===== config.mk =====
export PLATFORM = sky130hd
export DESIGN_NAME = nppr_ctrl
export DESIGN_NICKNAME = d
export VERILOG_FILES = /design/src/hw/rtl/nppr_pkg.sv /design/src/hw/rtl/nppr_ctrl.sv
export SDC_FILE = /design/constraint.sdc
export NUM_CORES = 1
export LEC_CHECK = 0
export BUFFER_PORTS_ARGS = -buffer_cell sky130_fd_sc_hd__buf_4
export CORE_MARGIN = 8
export CORE_UTILIZATION = 30
export CTS_BUF_LIST = sky130_fd_sc_hd__clkbuf_8
export DETAILED_ROUTE_END_ITERATION = 8
export GPL_TIMING_DRIVEN = 0
export HOLD_SLACK_MARGIN = 0.05
export SYNTH_ARGS = -nofsm -noshare
export SYNTH_HDL_FRONTEND = slang
export SYNTH_SLANG_ARGS = --single-unit
export TNS_END_PERCENT = 10

===== constraint.sdc =====
create_clock -name clk -period 1.8 [get_ports clk]
set_input_delay 0.09 -clock clk [delete_from_list [all_inputs] [get_ports clk]]
set_output_delay 0.09 -clock clk [all_outputs]
set_load 0.02 [all_outputs]

===== src/hw/rtl/nppr_pkg.sv =====
`timescale 1ns / 1ps
`default_nettype none
package nppr_pkg;

  localparam int NUM_BLOCKS    = 1024;
  localparam int PAGES_PER_BLK = 64;

  localparam int BLK_AW = (NUM_BLOCKS > 1) ? $clog2(NUM_BLOCKS) : 1;
  localparam int PG_AW  = (PAGES_PER_BLK > 1) ? $clog2(PAGES_PER_BLK) : 1;

  localparam int KIND_W   = 2;
  localparam int BLOCK_W  = 12;
  localparam int PAGE_W   = 8;
  localparam int STATUS_W = 2;
  localparam int COUNT_W  = 4;
  localparam int CURSOR_W = 9;

  localparam int CFG_IDX_W  = 2;
  localparam int CFG_DATA_W = 11;
  localparam int LIMIT_W    = 4;
  localparam int BIU_W      = 11;

  localparam logic [CFG_IDX_W-1:0] CFG_LIMIT  = 2'd0;
  localparam logic [CFG_IDX_W-1:0] CFG_STRICT = 2'd1;
  localparam logic [CFG_IDX_W-1:0] CFG_BLOCKS = 2'd2;

  localparam logic [LIMIT_W-1:0] LIMIT_RESET = 4'd4;
  localparam logic [BIU_W-1:0]   BIU_RESET   = 11'd1024;

  localparam logic [COUNT_W-1:0] COUNT_MAX = 4'd15;

  typedef enum logic [KIND_W-1:0] {
    KIND_CHECK = 2'd0,
    KIND_NOTE  = 2'd1,
    KIND_ERASE = 2'd2,
    KIND_RSVD  = 2'd3
  } kind_t;

  typedef enum logic [STATUS_W-1:0] {
    ST_OK          = 2'd0,
    ST_BLOCK_RANGE = 2'd1,
    ST_PAGE_RANGE  = 2'd2
  } status_t;

  typedef struct packed {
    logic [COUNT_W-1:0] count;
    logic               mark;
  } page_entry_t;

  typedef struct packed {
    logic [CURSOR_W-1:0]                       cursor;
    page_entry_t [PAGES_PER_BLK-1:0]           pages;
  } block_row_t;

  typedef struct packed {
    logic              capture;
    logic              exec;
    logic              clr_wr;
    logic [BLK_AW-1:0] clr_addr;
  } nppr_cmd_t;

endpackage
`default_nettype wire


===== src/hw/rtl/nppr_ctrl.sv =====
`timescale 1ns / 1ps
`default_nettype none
module nppr_ctrl (
  input  wire logic                clk,
  input  wire logic                rst,
  input  wire logic                req_valid,
  output logic                     req_ready,
  output logic                     rsp_valid,
  input  wire logic                rsp_ready,
  output nppr_pkg::nppr_cmd_t      cmd
);

  typedef enum logic [1:0] {
    S_CLEAR,
    S_IDLE,
    S_EXEC
  } state_t;

  state_t                      state;
  logic [nppr_pkg::BLK_AW-1:0] clr_addr;
  logic                        out_valid;

  localparam logic [nppr_pkg::BLK_AW-1:0] LAST_ROW =
    nppr_pkg::BLK_AW'(nppr_pkg::NUM_BLOCKS - 1);

  always_comb begin
    cmd          = '0;
    cmd.capture  = (state == S_IDLE) && req_valid;
    cmd.exec     = (state == S_EXEC) && (!out_valid || rsp_ready);
    cmd.clr_wr   = (state == S_CLEAR);
    cmd.clr_addr = clr_addr;
  end

  assign req_ready = (state == S_IDLE);
  assign rsp_valid = out_valid;

  always_ff @(posedge clk) begin
    if (rst) begin
      state     <= S_CLEAR;
      clr_addr  <= '0;
      out_valid <= 1'b0;
    end else begin
      if (cmd.exec) begin
        out_valid <= 1'b1;
      end else if (rsp_ready) begin
        out_valid <= 1'b0;
      end
      unique case (state)
        S_CLEAR: begin
          clr_addr <= clr_addr + 1'b1;
          if (clr_addr == LAST_ROW) begin
            state <= S_IDLE;
          end
        end
        S_IDLE: begin
          if (req_valid) begin
            state <= S_EXEC;
          end
        end
        S_EXEC: begin
          if (cmd.exec) begin
            state <= S_IDLE;
          end
        end
        default: state <= S_CLEAR;
      endcase
    end
  end

endmodule
`default_nettype wire


Word level (Yosys, flattened, before mapping):

Index checks and enable logic that the tools add are counted.

* logic and storage cells: 23
* output and inout port bits: 15
* input port bits: 4
* register bits: 13

* equality and inequality tests: 6
* muxes and demuxes: 6
* reductions and logical operators: 7
* add/subtract/negate cells: 1

Operators with widths (number)
* $add A10 B1 Y10 const B: 1
* $eq A10 B10 Y1 const B: 1
* $mux W2: 3
* $pmux W2 S3: 1
* $ne A2 B2 Y1 const B: 2
* $reduce_and A3 Y1: 1
* $eq A2 B1 Y1 const B: 1
* $eq A2 B2 Y1 const B: 1
* $logic_and A1 B1 Y1: 2
* $logic_not A2 Y1: 1
* $mux W1: 2
* $ne A2 B1 Y1 const B: 1
* $reduce_bool A2 Y1: 1
* $logic_not A1 Y1: 1
* $logic_or A1 B1 Y1: 1

Logic depth before layout (Yosys ltp):

* word-level depth: 5
* depth in mapped cells: 5
* gate-level depth less buffers: 4

Worst setup path after synthesis:

No wires, ideal clock.

* path type: flip-flop to flip-flop
* start point: reg clr_addr[0] (netlist name)
* end point: reg clr_addr[9] (netlist name)
* path slack: 226 ps
* library setup time: 71 ps
* arrival: 1503 ps
* period minus slack after synthesis: 1574 ps
* stages on the path, launching flop included: 4
* path buffers: 0
* cells stage by stage: dfxtp_1 > or3b_4 > or4_1 > a21oi_1

* word-level cells in the longest chain between the ends: 1

Ends and longest elaborated chain
* start, declared: RTL line nppr_ctrl.sv:20 `logic [nppr_pkg::BLK_AW-1:0] clr_addr;`
* start signal, assigned: RTL line nppr_ctrl.sv:50 `clr_addr <= clr_addr + 1'b1;`
* $add A10 B1 Y10: RTL line nppr_ctrl.sv:50

Every way passes these cells.
A chain may end at the register's enable or synchronous reset.

Worst setup path in the final report:

Same ends and word-level chain as after synthesis.

==> metrics <==
outcome=completed; total negative slack=0 ns; Fin. Hold Viols=0; post-cts sizing count=0; most common cell after layout, fill and taps aside=buf_4; most frequent cells in the layout=buf_4 (18), dfxtp_1 (13), a21oi_1 (11); clk buf depth=2; Net Sw Power=140 µW; Arr. time, crit path=1.72 ns; Placed Area=763 µm²; Worst Skew=0.00441 ns; CTS tree=built; Die ar.=3660 µm²; # Post-CTS Setup Buffers=0; Clock transition at path regs=0.06 ns; wire length per cell=12.2 µm; Tmin final=1.54 ns; Bufs and invs on worst path=0; antenna-violating nets left=0; Die H=60.5 µm; Detailed Place HPWL=1090 µm; most area-consuming cells after synthesis=dfxtp_1 (44%), a21oi_1 (9.3%), o31ai_1 (5.1%); routability cong.=0.727; Synth top area share=0.438; Startpoint Class=flip-flop; Ys Warns=0; final number of setup-violating endpoints=0; delay-heaviest family, CP=simple AND/OR/NAND/NOR gates; Comb power frac=0.076; crit-path max cell delay=0.47 ns; Crit path required time=1.98 ns; First-pass DRT Iterations=4; global route total overflow=0; internal power=470 µW; Max-slew headroom=0.687; Max Cap Viol=0; Yosys cell types=24; largest area contributor in the netlist=dfxtp_1; CP Capture Type=flip-flop; io pins=19; vias in the first global route=524; row cnt=16; gr usage total=0.0869; Net Sw Frac=0.229; Final Cycle Share=0.856; Clock Tree Root=clkbuf_8; NumNets Final=99; sequential share of power=0.496; Overall Power=609 µW; Least-Margin Pin Slew=0.469 ns; Setup CP Type=flip-flop to flip-flop; clock latency at the later pin of the worst-skew pair=0.24 ns; average size of a mapped cell=8.49 µm²; Post-Layout Inst Area=820 µm²; DP Worst Slack=0.281 ns; Via Count=613; Hold Crit Class=input port to flip-flop; Syn Nets=75; diode count=0; Crit Path Max Fanout=6; worst setup margin=0.260 ns; max frequency=649 MHz; crit path cell chain=or3b_4 > or4_1 > a21oi_1; DRC=0; Die X=60.5 µm; DRT Wirelength=1470 µm; DRT iter0 DRCs=27; core area=1920 µm²; CTS hold repair buffers=1; first-pass GRT wire length=2350 µm; clock network fraction of total power=0.428; Synth Register Bits=13; fillers=217; CTS H-Tree Depth=1; P&R area growth vs syn=37.9%; power per cell area=744 nW/µm²; routed vias/inst=5.11; CTS Sinks=13; Synth Instances=70; Slowest cell on crit path=or4_1; Initial Util=0.309; antenna violations before repair=0; post-synthesis sequential area ratio=0.438; layout cells sized above 1=0.280; Synth Cell Area=594 µm²; Num CTS Buffers=3; RSZ-0062 raised after global routing=false; maximum vdd ir drop=654 µV; max-slew violations=0; Leakage Power=0.313 nW; IO buf count=18; Util after Layout=0.426; pin count of the biggest net entering global routing=11
[logic make-up after synthesis]
logic type      share of synthesized area
flops                               0.438
fa+ha+maj                          0.0210
compound gates                      0.192
buf+inv                            0.0274
simple gates                        0.293
xor+xnor                           0.0295
[final cells by class]
| type | count | area [µm²] | area share |
|---|---|---|---|
| Tap cell | 27 | 33.8 | 0.0412 |
| Multi-Input combinational cell | 53 | 318 | 0.388 |
| Buffer | 2 | 8.76 | 0.0107 |
| Clock inverter | 1 | 5.00 | 0.00611 |
| Inverter | 2 | 7.51 | 0.00916 |
| Timing Repair Buffer | 19 | 145 | 0.177 |
| Clock buffer | 3 | 41.3 | 0.0504 |
| Sequential cell | 13 | 260 | 0.318 |
[Yosys cell counts]
cell      number
nor2_1         5
dfxtp_1       13
or3_2          1
or3b_4         1
nor2b_1        1
or4_1          4
a21oi_1       11
nor3b_1        1
nand3_1        2
xnor2_1        2
clkbuf_1       1
a31oi_1        1
a211oi_1       1
nand2b_1       1
and3b_2        1
nand4_1        3
or3_1          3
inv_1          2
nand2_1        6
ha_1           1
buf_2          1
o31ai_1        4
o21ai_0        3
or2_1          1
[path summary, 6_finish.rpt]
check               from           to  slack [ns]  cells past startpoint
min            rsp_ready    rsp_valid        0.16                      3
max          clr_addr[0]  clr_addr[9]        0.26                      3
max reg2reg  clr_addr[0]  clr_addr[9]        0.26                      3
min reg2reg  clr_addr[9]  clr_addr[9]        0.51                      2
[power by group through the flow]
stage          combinational [mW]  sequential, mW  clock [mW]
6_report                   0.0466           0.302       0.261
5_1_grt                    0.0499           0.303       0.285
4_1_cts                    0.0469           0.302       0.268
3_5_place_dp               0.0443           0.308           0
3_3_place_gp               0.0448           0.309           0
2_1_floorplan              0.0178           0.314           0
[flip-flops by register name, summed over array words and instances, names as in the netlist]
register / cells
state: 2
clr_addr: 10
rsp_valid: 1
[metrics by stage]
step,instances,hold slack (ns)
6_report,120,0.156
5_1_grt,120,0.186
4_1_cts,120,0.157
3_5_place_dp,115,0.282
3_3_place_gp,115,0.285
2_1_floorplan,70,0.159
[worst register-to-register path, cell delays in order, from the launching register on]
cell and delay (ns):
dfxtp_1 0.42, or3b_4 0.44, or4_1 0.47, a21oi_1 0.14
[per-layer routing]
layer  vias to the layer above  share of wire  GRT usage
met4                         0          0.013     0.0399
met5                         -              0          0
met1                       276           0.42     0.0998
met2                        28           0.46      0.131
met3                         2           0.11     0.0445
li1                        307              -          -
Note: power is estimated with default switching activity, not from simulation.
